--- src/rtl/omw_pkg.sv ---
package omw_pkg;

   // field widths
   localparam int CMD_W = 11;
   localparam int LIM_W = 10;
   localparam int OUT_W = 11;
   localparam int LANES = 3;

   // mixed wheel value before limiting: |w| <= 886 + 512 + 1024
   localparam int MIX_W = 13;
   localparam int MAG_W = 12;
   // |w| * limit, dividend of the scaling division
   localparam int NUM_W = MAG_W + LIM_W;
   // quotient bits of the scaling division, quotient never exceeds the limit
   localparam int DIV_STEPS = LIM_W;

   localparam int QUEUE_DEPTH = 4;

   localparam logic [LIM_W-1:0] LIMIT_RESET = LIM_W'(1000);

   // lane order inside the wheel arrays
   localparam int LANE_LEFT  = 0;
   localparam int LANE_RIGHT = 1;
   localparam int LANE_REAR  = 2;

   // floor(m / 1000) == (m * RECIP_1000) >> RECIP_SHIFT for every m below 2**20
   localparam int SIN60_PERMILLE = 866;
   localparam int RECIP_SHIFT = 30;
   localparam int RECIP_1000 = ((2 ** RECIP_SHIFT) + 999) / 1000;
   localparam int FMULT_W = 30;
   localparam logic [FMULT_W-1:0] FWD_MULT = FMULT_W'(SIN60_PERMILLE * RECIP_1000);
   localparam int FQ_W = 11;
   localparam int FPROD_W = FQ_W + FMULT_W;

   // classified transaction, front to back
   typedef struct packed {
      logic [LANES-1:0][NUM_W-1:0] num;
      logic [LANES-1:0]            neg;
      logic [LANES-1:0][OUT_W-1:0] raw;
      logic [MAG_W-1:0]            peak;
      logic                        scaled;
   } omw_item_type;

   // one divider stage
   typedef struct packed {
      logic [LANES-1:0][NUM_W-1:0] rem;
      logic [LANES-1:0][LIM_W-1:0] quo;
      logic [LANES-1:0]            neg;
      logic [LANES-1:0][OUT_W-1:0] raw;
      logic [MAG_W-1:0]            peak;
      logic                        scaled;
   } omw_div_type;

   function automatic logic [OUT_W-1:0] wheel_mag(input logic [OUT_W-1:0] v);
      logic [OUT_W-1:0] r;
      r = v[OUT_W-1] ? (~v + OUT_W'(1)) : v;
      return r;
   endfunction

endpackage

--- src/rtl/omw_front.sv ---
module omw_front (
   input  logic                              clock,
   input  logic                              reset,
   input  logic [omw_pkg::LIM_W-1:0]         limit,
   input  logic                              req_valid,
   output logic                              req_stall,
   input  logic signed [omw_pkg::CMD_W-1:0]  req_forward_cmd,
   input  logic signed [omw_pkg::CMD_W-1:0]  req_strafe_cmd,
   input  logic signed [omw_pkg::CMD_W-1:0]  req_turn_cmd,
   output logic                              item_valid,
   input  logic                              item_stall,
   output omw_pkg::omw_item_type             item
);
   import omw_pkg::*;

   logic s1_adv, s2_adv, s3_adv;

   logic s1_valid_ff, s2_valid_ff, s3_valid_ff;

   logic signed [FQ_W:0]    s1_fterm_ff, s1_fterm_in;
   logic signed [CMD_W-1:0] s1_sterm_ff, s1_sterm_in;
   logic signed [CMD_W-1:0] s1_str_ff;
   logic signed [CMD_W-1:0] s1_trn_ff;

   logic signed [MIX_W-1:0] s2_wheel_ff [LANES];
   logic signed [MIX_W-1:0] s2_wheel_in [LANES];

   omw_item_type s3_item_ff, s3_item_in;

   logic [CMD_W-1:0]   fwd_bits, fwd_mag, str_bits, str_mag, str_half;
   logic [FPROD_W-1:0] fwd_prod;
   logic [FQ_W-1:0]    fwd_quo;
   logic [FQ_W:0]      fwd_quo_ext;

   logic signed [MIX_W-1:0] f_ext, s_ext, st_ext, t_ext;

   logic [MIX_W-1:0] wheel_bits [LANES];
   logic [MIX_W-1:0] wheel_neg  [LANES];
   logic [MAG_W-1:0] wheel_mag  [LANES];
   logic [MAG_W-1:0] peak;

   assign s3_adv    = !s3_valid_ff || !item_stall;
   assign s2_adv    = !s2_valid_ff || s3_adv;
   assign s1_adv    = !s1_valid_ff || s2_adv;
   assign req_stall = !s1_adv;

   // stage 1: 0.866 term via reciprocal multiply, 0.5 term is a halving
   always_comb begin
      fwd_bits    = req_forward_cmd;
      fwd_mag     = fwd_bits[CMD_W-1] ? (~fwd_bits + CMD_W'(1)) : fwd_bits;
      fwd_prod    = FPROD_W'(fwd_mag) * FPROD_W'(FWD_MULT);
      fwd_quo     = fwd_prod[RECIP_SHIFT +: FQ_W];
      fwd_quo_ext = {1'b0, fwd_quo};
      s1_fterm_in = fwd_bits[CMD_W-1] ? $signed(~fwd_quo_ext + (FQ_W+1)'(1))
                                      : $signed(fwd_quo_ext);

      str_bits    = req_strafe_cmd;
      str_mag     = str_bits[CMD_W-1] ? (~str_bits + CMD_W'(1)) : str_bits;
      str_half    = str_mag >> 1;
      s1_sterm_in = str_bits[CMD_W-1] ? $signed(~str_half + CMD_W'(1))
                                      : $signed(str_half);
   end

   // stage 2: mix
   always_comb begin
      f_ext  = MIX_W'(s1_fterm_ff);
      s_ext  = MIX_W'(s1_sterm_ff);
      st_ext = MIX_W'(s1_str_ff);
      t_ext  = MIX_W'(s1_trn_ff);
      s2_wheel_in[LANE_LEFT]  = s_ext - f_ext - t_ext;
      s2_wheel_in[LANE_RIGHT] = s_ext + f_ext - t_ext;
      s2_wheel_in[LANE_REAR]  = -st_ext - t_ext;
   end

   // stage 3: magnitudes, peak, limit check and dividends
   always_comb begin
      for (int i = 0; i < LANES; i++) begin
         wheel_bits[i] = s2_wheel_ff[i];
         wheel_neg[i]  = ~wheel_bits[i] + MIX_W'(1);
         wheel_mag[i]  = wheel_bits[i][MIX_W-1] ? wheel_neg[i][MAG_W-1:0]
                                                : wheel_bits[i][MAG_W-1:0];
      end
      peak = wheel_mag[LANE_LEFT];
      if (wheel_mag[LANE_RIGHT] > peak) begin
         peak = wheel_mag[LANE_RIGHT];
      end
      if (wheel_mag[LANE_REAR] > peak) begin
         peak = wheel_mag[LANE_REAR];
      end
      for (int i = 0; i < LANES; i++) begin
         s3_item_in.num[i] = NUM_W'(wheel_mag[i]) * NUM_W'(limit);
         s3_item_in.neg[i] = wheel_bits[i][MIX_W-1];
         s3_item_in.raw[i] = wheel_bits[i][OUT_W-1:0];
      end
      s3_item_in.peak   = peak;
      s3_item_in.scaled = peak > MAG_W'(limit);
   end

   always_ff @(posedge clock) begin
      if (reset) begin
         s1_valid_ff <= 1'b0;
         s2_valid_ff <= 1'b0;
         s3_valid_ff <= 1'b0;
      end else begin
         if (s1_adv) s1_valid_ff <= req_valid;
         if (s2_adv) s2_valid_ff <= s1_valid_ff;
         if (s3_adv) s3_valid_ff <= s2_valid_ff;
      end
   end

   always_ff @(posedge clock) begin
      if (s1_adv && req_valid) begin
         s1_fterm_ff <= s1_fterm_in;
         s1_sterm_ff <= s1_sterm_in;
         s1_str_ff   <= req_strafe_cmd;
         s1_trn_ff   <= req_turn_cmd;
      end
      if (s2_adv && s1_valid_ff) begin
         s2_wheel_ff <= s2_wheel_in;
      end
      if (s3_adv && s2_valid_ff) begin
         s3_item_ff <= s3_item_in;
      end
   end

   assign item_valid = s3_valid_ff;
   assign item       = s3_item_ff;

endmodule

--- src/rtl/omw_queue.sv ---
module omw_queue #(
   parameter int Depth = omw_pkg::QUEUE_DEPTH
) (
   input  logic                  clock,
   input  logic                  reset,
   input  logic                  in_valid,
   output logic                  in_stall,
   input  omw_pkg::omw_item_type in_item,
   output logic                  out_valid,
   input  logic                  out_stall,
   output omw_pkg::omw_item_type out_item
);
   import omw_pkg::*;

   localparam int IDX_W = $clog2(Depth);
   localparam int CNT_W = $clog2(Depth + 1);

   omw_item_type     slot_ff [Depth];
   logic [IDX_W-1:0] wr_ptr_ff, wr_ptr_in;
   logic [IDX_W-1:0] rd_ptr_ff, rd_ptr_in;
   logic [CNT_W-1:0] count_ff, count_in;
   logic             push, pop;

   assign in_stall  = (count_ff == CNT_W'(Depth));
   assign out_valid = (count_ff != '0);
   assign out_item  = slot_ff[rd_ptr_ff];
   assign push      = in_valid && !in_stall;
   assign pop       = out_valid && !out_stall;

   always_comb begin
      wr_ptr_in = wr_ptr_ff;
      rd_ptr_in = rd_ptr_ff;
      count_in  = count_ff;
      if (push) begin
         wr_ptr_in = (wr_ptr_ff == IDX_W'(Depth - 1)) ? '0 : wr_ptr_ff + IDX_W'(1);
      end
      if (pop) begin
         rd_ptr_in = (rd_ptr_ff == IDX_W'(Depth - 1)) ? '0 : rd_ptr_ff + IDX_W'(1);
      end
      if (push && !pop) begin
         count_in = count_ff + CNT_W'(1);
      end else if (pop && !push) begin
         count_in = count_ff - CNT_W'(1);
      end
   end

   always_ff @(posedge clock) begin
      if (reset) begin
         wr_ptr_ff <= '0;
         rd_ptr_ff <= '0;
         count_ff  <= '0;
      end else begin
         wr_ptr_ff <= wr_ptr_in;
         rd_ptr_ff <= rd_ptr_in;
         count_ff  <= count_in;
      end
   end

   always_ff @(posedge clock) begin
      if (push) begin
         slot_ff[wr_ptr_ff] <= in_item;
      end
   end

endmodule

--- src/rtl/omw_back.sv ---
module omw_back (
   input  logic                              clock,
   input  logic                              reset,
   input  logic                              item_valid,
   output logic                              item_stall,
   input  omw_pkg::omw_item_type             item,
   output logic                              rsp_valid,
   input  logic                              rsp_stall,
   output logic signed [omw_pkg::OUT_W-1:0]  rsp_left_wheel,
   output logic signed [omw_pkg::OUT_W-1:0]  rsp_right_wheel,
   output logic signed [omw_pkg::OUT_W-1:0]  rsp_rear_wheel,
   output logic                              rsp_was_scaled
);
   import omw_pkg::*;

   localparam int LAST = DIV_STEPS - 1;

   logic [DIV_STEPS-1:0] stage_valid_ff;
   logic [DIV_STEPS-1:0] stage_adv;
   omw_div_type          stage_ff  [DIV_STEPS];
   omw_div_type          stage_src [DIV_STEPS];
   omw_div_type          stage_in  [DIV_STEPS];

   logic                    out_adv;
   logic                    rsp_valid_ff;
   logic [OUT_W-1:0]        wheel_in [LANES];
   logic [OUT_W-1:0]        wheel_ff [LANES];
   logic                    scaled_ff;
   logic [OUT_W-1:0]        quo_ext  [LANES];

   assign out_adv = !rsp_valid_ff || !rsp_stall;

   always_comb begin
      stage_adv[LAST] = !stage_valid_ff[LAST] || out_adv;
      for (int s = LAST - 1; s >= 0; s--) begin
         stage_adv[s] = !stage_valid_ff[s] || stage_adv[s+1];
      end
   end

   assign item_stall = !stage_adv[0];

   // restoring divider, one quotient bit per stage, msb first
   for (genvar s = 0; s < DIV_STEPS; s++) begin : g_step
      localparam int Bit = DIV_STEPS - 1 - s;

      if (s == 0) begin : g_load
         always_comb begin
            stage_src[s].rem    = item.num;
            stage_src[s].quo    = '0;
            stage_src[s].neg    = item.neg;
            stage_src[s].raw    = item.raw;
            stage_src[s].peak   = item.peak;
            stage_src[s].scaled = item.scaled;
         end
         always_ff @(posedge clock) begin
            if (reset) begin
               stage_valid_ff[s] <= 1'b0;
            end else if (stage_adv[s]) begin
               stage_valid_ff[s] <= item_valid;
            end
         end
      end else begin : g_chain
         assign stage_src[s] = stage_ff[s-1];
         always_ff @(posedge clock) begin
            if (reset) begin
               stage_valid_ff[s] <= 1'b0;
            end else if (stage_adv[s]) begin
               stage_valid_ff[s] <= stage_valid_ff[s-1];
            end
         end
      end

      always_comb begin
         logic [NUM_W-1:0] trial;
         trial = NUM_W'(stage_src[s].peak) << Bit;
         stage_in[s] = stage_src[s];
         for (int i = 0; i < LANES; i++) begin
            if (stage_src[s].rem[i] >= trial) begin
               stage_in[s].rem[i]      = stage_src[s].rem[i] - trial;
               stage_in[s].quo[i][Bit] = 1'b1;
            end
         end
      end

      always_ff @(posedge clock) begin
         if (stage_adv[s]) begin
            stage_ff[s] <= stage_in[s];
         end
      end
   end

   // apply the sign, or pass the mix through when no limiting was needed
   always_comb begin
      for (int i = 0; i < LANES; i++) begin
         quo_ext[i]  = {1'b0, stage_ff[LAST].quo[i]};
         wheel_in[i] = !stage_ff[LAST].scaled ? stage_ff[LAST].raw[i] :
                       stage_ff[LAST].neg[i]  ? (~quo_ext[i] + OUT_W'(1)) : quo_ext[i];
      end
   end

   always_ff @(posedge clock) begin
      if (reset) begin
         rsp_valid_ff <= 1'b0;
      end else if (out_adv) begin
         rsp_valid_ff <= stage_valid_ff[LAST];
      end
   end

   always_ff @(posedge clock) begin
      if (out_adv && stage_valid_ff[LAST]) begin
         wheel_ff  <= wheel_in;
         scaled_ff <= stage_ff[LAST].scaled;
      end
   end

   assign rsp_valid       = rsp_valid_ff;
   assign rsp_left_wheel  = wheel_ff[LANE_LEFT];
   assign rsp_right_wheel = wheel_ff[LANE_RIGHT];
   assign rsp_rear_wheel  = wheel_ff[LANE_REAR];
   assign rsp_was_scaled  = scaled_ff;

endmodule

--- src/rtl/omni_wheel_mix_normalize_top.sv ---
// channel   direction  handshake             payload
// req       in         req_valid/req_stall   forward, strafe, turn commands
// rsp       out        rsp_valid/rsp_stall   left, right, rear wheels, was_scaled
// csr       in         csr_write_en          drive limit, 10 bits
//
// one transaction per cycle sustained while rsp_stall stays low; a result passes through
// 3 front stages (mix multiply, mix adds, peak and dividend multiply), the queue,
// a 10-stage restoring divider, and the output register
// reset clears all valid flags and the queue and sets the drive limit to 1000
// rsp_stall holds the output register, then backs up the divider, the queue and the
// front; req_stall rises only once the first front stage cannot move
module omni_wheel_mix_normalize_top #(
   parameter int QueueDepth = omw_pkg::QUEUE_DEPTH
) (
   input  logic                              clock,
   input  logic                              reset,
   input  logic                              csr_write_en,
   input  logic [omw_pkg::LIM_W-1:0]         csr_write_data,
   input  logic                              req_valid,
   output logic                              req_stall,
   input  logic signed [omw_pkg::CMD_W-1:0]  req_forward_cmd,
   input  logic signed [omw_pkg::CMD_W-1:0]  req_strafe_cmd,
   input  logic signed [omw_pkg::CMD_W-1:0]  req_turn_cmd,
   output logic                              rsp_valid,
   input  logic                              rsp_stall,
   output logic signed [omw_pkg::OUT_W-1:0]  rsp_left_wheel,
   output logic signed [omw_pkg::OUT_W-1:0]  rsp_right_wheel,
   output logic signed [omw_pkg::OUT_W-1:0]  rsp_rear_wheel,
   output logic                              rsp_was_scaled
);
   import omw_pkg::*;

   logic [LIM_W-1:0] limit_ff, limit_in;

   logic         front_valid, front_stall;
   omw_item_type front_item;
   logic         back_valid, back_stall;
   omw_item_type back_item;

   logic [OUT_W-1:0] lim_ext;

   assign limit_in = csr_write_en ? csr_write_data : limit_ff;

   always_ff @(posedge clock) begin
      if (reset) begin
         limit_ff <= LIMIT_RESET;
      end else begin
         limit_ff <= limit_in;
      end
   end

   omw_front u_front (
      .clock           (clock),
      .reset           (reset),
      .limit           (limit_ff),
      .req_valid       (req_valid),
      .req_stall       (req_stall),
      .req_forward_cmd (req_forward_cmd),
      .req_strafe_cmd  (req_strafe_cmd),
      .req_turn_cmd    (req_turn_cmd),
      .item_valid      (front_valid),
      .item_stall      (front_stall),
      .item            (front_item)
   );

   omw_queue #(
      .Depth (QueueDepth)
   ) u_queue (
      .clock     (clock),
      .reset     (reset),
      .in_valid  (front_valid),
      .in_stall  (front_stall),
      .in_item   (front_item),
      .out_valid (back_valid),
      .out_stall (back_stall),
      .out_item  (back_item)
   );

   omw_back u_back (
      .clock           (clock),
      .reset           (reset),
      .item_valid      (back_valid),
      .item_stall      (back_stall),
      .item            (back_item),
      .rsp_valid       (rsp_valid),
      .rsp_stall       (rsp_stall),
      .rsp_left_wheel  (rsp_left_wheel),
      .rsp_right_wheel (rsp_right_wheel),
      .rsp_rear_wheel  (rsp_rear_wheel),
      .rsp_was_scaled  (rsp_was_scaled)
   );

   assign lim_ext = OUT_W'(limit_ff);

   // every delivered wheel stays within the limit
   a_within_limit: assert property (@(posedge clock) disable iff (reset)
      rsp_valid |-> (wheel_mag(rsp_left_wheel) <= lim_ext) &&
                    (wheel_mag(rsp_right_wheel) <= lim_ext) &&
                    (wheel_mag(rsp_rear_wheel) <= lim_ext))
      else $error("wheel command above drive limit");

   // the peak wheel lands exactly on the limit after scaling
   a_peak_on_limit: assert property (@(posedge clock) disable iff (reset)
      rsp_valid && rsp_was_scaled |-> (wheel_mag(rsp_left_wheel) == lim_ext) ||
                                      (wheel_mag(rsp_right_wheel) == lim_ext) ||
                                      (wheel_mag(rsp_rear_wheel) == lim_ext))
      else $error("scaled transaction has no wheel at the limit");

   a_reset_empty: assert property (@(posedge clock)
      $past(reset) |-> !rsp_valid)
      else $error("result valid right after reset");

endmodule

--- config.mk ---
export PLATFORM = sky130hd
export DESIGN_NAME = omni_wheel_mix_normalize_top
export DESIGN_NICKNAME = d
export VERILOG_FILES = /design/src/rtl/omw_pkg.sv /design/src/rtl/omw_front.sv /design/src/rtl/omw_queue.sv /design/src/rtl/omw_back.sv /design/src/rtl/omni_wheel_mix_normalize_top.sv
export SDC_FILE = /design/constraint.sdc
export NUM_CORES = 2
export LEC_CHECK = 0
export ABC_CLOCK_PERIOD_IN_PS = 15600
export BUFFER_PORTS_ARGS = -buffer_cell sky130_fd_sc_hd__buf_4
export CAP_MARGIN = 40
export CORE_MARGIN = 3
export CORE_UTILIZATION = 65
export DETAILED_ROUTE_END_ITERATION = 8
export GPL_TIMING_DRIVEN = 0
export PLACE_DENSITY = 0.81
export SETUP_SLACK_MARGIN = 0.1
export SLEW_MARGIN = 30
export SYNTH_ARGS = -nofsm -noshare
export SYNTH_HDL_FRONTEND = slang
export SYNTH_SLANG_ARGS = --single-unit
--- constraint.sdc ---
create_clock -name clock -period 15.6 [get_ports clock]
set_input_delay 3.12 -clock clock [delete_from_list [all_inputs] [get_ports clock]]
set_output_delay 3.12 -clock clock [all_outputs]
set_load 0.02 [all_outputs]
== After elaboration in Yosys (flattened, before gate mapping) ==
Memories as Yosys holds them, arrays and structs flattened. A register that Yosys moved wholly into a read port is not among the register bits.
Index checks and enable logic that the tools add are counted.
Widths: inputs -> output; s select.
Word-level totals
  flip-flop bits (word level): 264
  input port bits: 48
  memories kept: 2
  RAM bits: 1910
Memories
  u_back.stage_ff: depth 10, bits a word 145, rd ports 10, clocked after memory_dff 0, wr ports 10, line omw_back.sv:20  | omw_div_type stage_ff [DIV_STEPS];
  u_queue.slot_ff: depth 4, bits a word 115, rd ports 1, clocked after memory_dff 1, wr ports 1, line omw_queue.sv:18  | omw_item_type slot_ff [Depth];
Operators by class
  equal/unequal tests: 3
  reduce and logical (&&, ||, !) cells: 43
  multiplexer cells: 103
  add/sub/neg operators: 50
  multiply operators: 4
  bitwise logic cells: 10
  order comparisons: 33
Operators by type and width (count)
  $mux 22: 30
  $mux 11: 9
  $add 11x1->11 const B: 6
  $ge 22x12->1: 3
  $ge 22x13->1: 3
  $ge 22x14->1: 3
  $ge 22x15->1: 3
  $ge 22x16->1: 3
  $ge 22x17->1: 3
  $ge 22x18->1: 3
  $ge 22x19->1: 3
  $ge 22x20->1: 3
  $ge 22x21->1: 3
  $mul 12x10->22: 3
  $sub 22x12->22: 3
  $sub 22x13->22: 3
  $sub 22x14->22: 3
  $sub 22x15->22: 3
  $sub 22x16->22: 3
  $sub 22x17->22: 3
  $sub 22x18->22: 3
  $sub 22x19->22: 3
  $sub 22x20->22: 3
  $sub 22x21->22: 3
  other kinds (27): 138

== Depth between registers and ports, before layout ==
  depth after elaboration: 16
  mapped depth: 40
  mapped depth without buffers: 38

== Cells and area by module ==
From an unflattened synthesis, not the netlist that was laid out.
Second synthesis, totals
  cell total of the unflattened synthesis: 8219
  area total of the unflattened synthesis: 106557.2 µm²
Modules (own cells, without submodules)
  omw_back: seq. area each 38386.8 µm², area an instance 62108.3 µm², cells an instance 4797, instances 1
  omw_front: seq. area each 6035.8 µm², area an instance 27034.7 µm², cells an instance 2737, instances 1
  omw_queue: seq. area each 13993.4 µm², area an instance 17047.6 µm², cells an instance 653, instances 1
  omni_wheel_mix_normalize_top: seq. area each 200.2 µm², area an instance 366.6 µm², cells an instance 32, instances 1

== Worst setup path after synthesis ==
Ideal clock, no wire load.
  path kind: in2reg
  from: in req_forward_cmd[0] (netlist name)
  to: reg u_front.s1_fterm_ff[11], data pin
  slack: 5.905 ns
  data arrival time: 9.431 ns
  stages on the path: 25
  required time: 15.336 ns
  cell sequence: inv_1 ha_1 nand2b_1 nor4_1 inv_1 fa_1 inv_1 fa_1 inv_1 fa_1 inv_1 fa_1 fa_1 inv_1 ha_1 nand2_1 o221ai_1 a221o_1 a221oi_1 o21ai_1 a31oi_1 xor2_1 and3_1 nand3b_1 o41a_1
On the way
  longest elaborated chain between the ends: 6
RTL lines
  start: declaration: line omni_wheel_mix_normalize_top.sv:21  | input logic signed [omw_pkg::CMD_W-1:0] req_forward_cmd,
  $not 11->11: line omw_front.sv:50  | fwd_mag = fwd_bits[CMD_W-1] ? (~fwd_bits + CMD_W'(1)) : fwd_bits;
  $add 11x1->11: line omw_front.sv:50
  $mux 11 *: line omw_front.sv:50
  $mul 11x28->39 *: line omw_front.sv:51  | fwd_prod = FPROD_W'(fwd_mag) * FPROD_W'(FWD_MULT);
  $not 11->12 *: line omw_front.sv:54  | s1_fterm_in = fwd_bits[CMD_W-1] ? $signed(~fwd_quo_ext + (FQ_W+1)'(1))
  $add 12x1->12 *: line omw_front.sv:54
  end signal: assignment: line omw_front.sv:113  | s1_fterm_ff <= s1_fterm_in;
  end: declaration: line omw_front.sv:20  | logic signed [FQ_W:0] s1_fterm_ff, s1_fterm_in;
Mark *: on every way between the ends. The rest lies on a longest branch, timed or not.
A chain may end at the register's enable or synchronous reset.

== Worst setup path in the final report ==
  from: in req_forward_cmd[0] (netlist name)
  to: reg u_front.s1_fterm_ff[10], data pin
On the way
  longest elaborated chain between the ends: 7
RTL lines (line)
  $not 11->11: omw_front.sv:50
  $add 11x1->11: omw_front.sv:50
  $mux 11 *: omw_front.sv:50
  $mul 11x28->39 *: omw_front.sv:51
  $not 11->12: omw_front.sv:54
  $add 12x1->12: omw_front.sv:54
  $mux 11 *: omw_front.sv:54
  net u_front.s1_fterm_in[10]: omw_front.sv:20
The timed path passes the listed nets; every way through them passes the cells marked *.

==> impl_metrics.yaml <==
route:
  vias: 66500
  vias_per_cell: 6.192
  wire_per_inst_um: 24.77
  postRouteAntennaNets: 0
  drc: 1
  firstDrtPassIters: 9
  drt_iter0_drc: 6474
  drt-total-wl_um: 266000
sta:
  finalCritPeriodShare_pct: 69.03
  skew_ps: 104.6
  hold_viol: 0
  drv_slew: 0
  period_minus_slack_ps: 10770
  rsz0062_at_grt: "no"
  tns_ps: 0
  final-setup-viol-count: 0
  fmax_mhz: 92.86
  slew_headroom_pct: 30.41
  worst_slew_pin_slew_ps: 1040
placement:
  dp_cells: 10370
  hpwl_um: 191000
  numPortBuffers: 81
  placed_area_um2: 109500
  gp_congestion: 0.9676
worst_hold_path:
  hold_path.startpoint: "u_back.stage_ff[4][58]"
  whs_path_depth: 0
  min_path_type: "reg -> reg"
  min_to: "u_back.stage_ff[5][58]"
cts:
  cts.clk_slew.worst_paths_ps: 70
  cts_setup_buffers: 0
  cts_tree: "yes"
  clockBufferDepth: 3
  hold_buffers: 0
  cts-htree-levels: 4
  cts_buffers: 190
  clkLatencyLatePin_ps: 870
  cts_num_sinks: 1963
  cts_root_buf: "clkbuf_16"
  cts_resized: 0
synthesis:
  yosysSeqAreaShare_pct: 55.91
  synth_cell_types: 82
  synth-seq-cells: 1963
  synthSimpleGateAreaFrac_pct: 9.061
  ys_warn_count: 0
  synth_enable_flop_cells: 1930
  synthFlopType: "edfxtp_1"
  yosys.area.top_type_share_pct: 55.28
  syn_avg_cell_area_um2: 12.96
  synth.largest_area_cell: "edfxtp_1"
  async_flop_share_pct: 0
  synth_compound_area_share_pct: 7.268
  synth-xor-area-share_pct: 4.169
  synth_top_family_by_area: "adder cells"
  synthMuxAreaShare_pct: 3.381
  synthesis.area_um2: 104800
  synthTopCellsByArea: "edfxtp_1 (55%), ha_1 (8.8%), fa_1 (7.6%), inv_1 (3.2%), xnor2_1 (2.5%)"
  synth_fa_ha_area_share_pct: 16.41
  syn_nets: 9273
  postSynthCellCount: 8089
layout:
  fin_area_um2: 116100
  regArea_um2: 58620
  multi_input_area_um2: 42450
  drive_gt1_share_pct: 8.049
  syn2layout_area_growth_pct: 10.73
  fillers: 9887
  finalNonFillerCells: 10740
  fin_nets: 9614
global_route:
  grt.total_usage_pct: 32.15
  grt_pass1_vias: 68610
  grt_max_degree: 97
  antenna_found_initial: 13
  gr-total-overflow: 0
  grt_pass1_wl_um: 404900
critical_path:
  endpoint_kind: "register"
  required_ps: 16070
  setup.worst_path.start_class: "input port"
  path_class: "in -> reg"
  arrival_ps: 11240
  rr_worst_depth: 37
  reg2reg_slack_ps: 5300
  path_max_fanout: 14
  r2r-end: "u_front.item[0]"
  r2r-start: "u_front.s2_wheel_ff[13]"
floorplanning:
  dieHeight_um: 407.6
  num_rows: 146
  core-area_um2: 159300
  die-width_um: 407.6
  start_util_pct: 65.82
  pin_count: 84
  die_area_um2: 166200
outcome:
  status: "finished with violations"
  violations: "design-rule violations"
flow_run:
  cap_violations: 0
[cell usage after synthesis (all sizes together), types with 107 or more instances]
cell and count:
mux4 115, nor2 554, inv 882, nor3 108, nand2 624, clkbuf 149, edfxtp 1930, xnor2 300
a21o 143, xor2 199, a21oi 383, ha 737, nor2b 107, fa 399, o21ai 368
[metal layers]
metal | wire (um) | vias to the layer above | share of wire, % | GRT usage (%)
li1 | - | 29660 | - | -
met1 | 92340 | 32320 | 35 | 36.83
met2 | 132100 | 3447 | 50 | 55.02
met3 | 18890 | 1070 | 7.1 | 5.699
met4 | 22600 | 8 | 8.5 | 22.46
met5 | 49 | - | 0.018 | 0
[cell usage in the layout, fill, tap and decap left out, drive strengths merged, types with 26 or more instances in the layout]
master | synthesis | routed
a21oi | 383 | 383
ha | 737 | 737
o21ai | 368 | 368
mux4 | 115 | 115
xnor2 | 300 | 300
dfxtp | 33 | 33
nor3 | 108 | 108
xor2 | 199 | 199
nand4 | 67 | 67
a21o | 143 | 143
nor4 | 66 | 66
o21a | 52 | 52
mux2 | 51 | 51
and2 | 92 | 92
or3 | 55 | 55
o31ai | 60 | 60
edfxtp | 1930 | 1930
mux2i | 38 | 38
nor2 | 554 | 554
inv | 882 | 885
and3 | 26 | 26
clkbuf | 149 | 380
nor2b | 107 | 107
nand2 | 624 | 624
nand3 | 76 | 76
a21boi | 55 | 55
clkinv | 5 | 89
nand2b | 97 | 97
fa | 399 | 399
buf | 21 | 167
[final cells by class]
class / instances / area share [%]
sequential: 1963 / 50.49
multi-input combinational: 5069 / 36.57
clock buffer: 228 / 4.244
inverter: 887 / 2.896
tap: 2146 / 2.313
timing repair buffer: 149 / 1.576
clock inverter: 119 / 1.332
buffer: 170 / 0.5637
antenna: 8 / 0.01724
[registers in the layout, indices dropped and copies added (netlist names), named ones only]
register	flops
limit_ff	10
u_front.item	115
u_back.rsp_right_wheel	11
u_front.s2_valid_ff	1
u_front.s1_fterm_ff	12
u_queue.count_ff	3
u_front.s1_sterm_ff	11
u_queue.wr_ptr_ff	2
u_back.stage_valid_ff	10
u_queue.rd_ptr_ff	2
u_front.s1_str_ff	11
u_back.stage_ff	1237
u_back.rsp_left_wheel	11
u_queue.slot_ff	460
u_front.s2_wheel_ff	39
u_front.s1_trn_ff	11
u_back.rsp_was_scaled	1
u_back.rsp_valid	1
u_back.rsp_rear_wheel	11
u_front.item_valid	1
u_front.s1_valid_ff	1
[through the flow]
stage	utilization [%]	worst slack (ps)	hold WS (ps)
2_1_floorplan	-	5905	400.3
3_5_place_dp	68.74	4100	404.5
5_1_grt	72.87	4571	387.3
3_3_place_gp	67.88	3968	400.4
4_1_cts	72.80	4930	380.4
6_report	72.88	4832	399.2
[kinds of logic after synthesis]
| group | after synthesis |
|---|---|
| flip-flops | 1963 |
| XOR/XNOR | 499 |
| multiplexers | 204 |
| buffers and inverters | 1057 |
| AND/OR/NAND/NOR | 1991 |
| adder cells (fa/ha/maj) | 1136 |
| AO/OA/AOI/OAI | 1239 |
[worst max-delay path: stages]
cell and delay, ps:
buf_4 260, inv_1 260, ha_1 280, nand2b_1 150
o21ai_0 120, xnor2_1 550, inv_1 270, fa_1 600
inv_1 130, fa_1 520, fa_1 570, inv_1 70
fa_1 550, fa_1 440, ha_1 340, a211oi_1 240
o21ai_1 120, a21oi_1 220, o21ai_0 330, o41ai_4 480
a21oi_2 140, o31a_1 300, xor2_1 310, o41ai_2 150
xnor2_1 730
[worst max path at each step]
stage	startpoint	endpoint	slack, ps	cells past startpoint
detailed placement	req_forward_cmd[0]	u_front.s1_fterm_ff[10]	4100	28
global placement	rsp_stall	u_back.stage_ff[0][94]	3970	9
floorplan	req_forward_cmd[0]	u_front.s1_fterm_ff[11]	5910	25
CTS	req_forward_cmd[0]	u_front.s1_fterm_ff[10]	4930	28
finish	req_forward_cmd[0]	u_front.s1_fterm_ff[10]	4830	25
global route	req_forward_cmd[0]	u_front.s1_fterm_ff[10]	4570	25
Power is not shown: default switching activity piles up to over one toggle a cycle in this logic, so the estimate is an artifact.
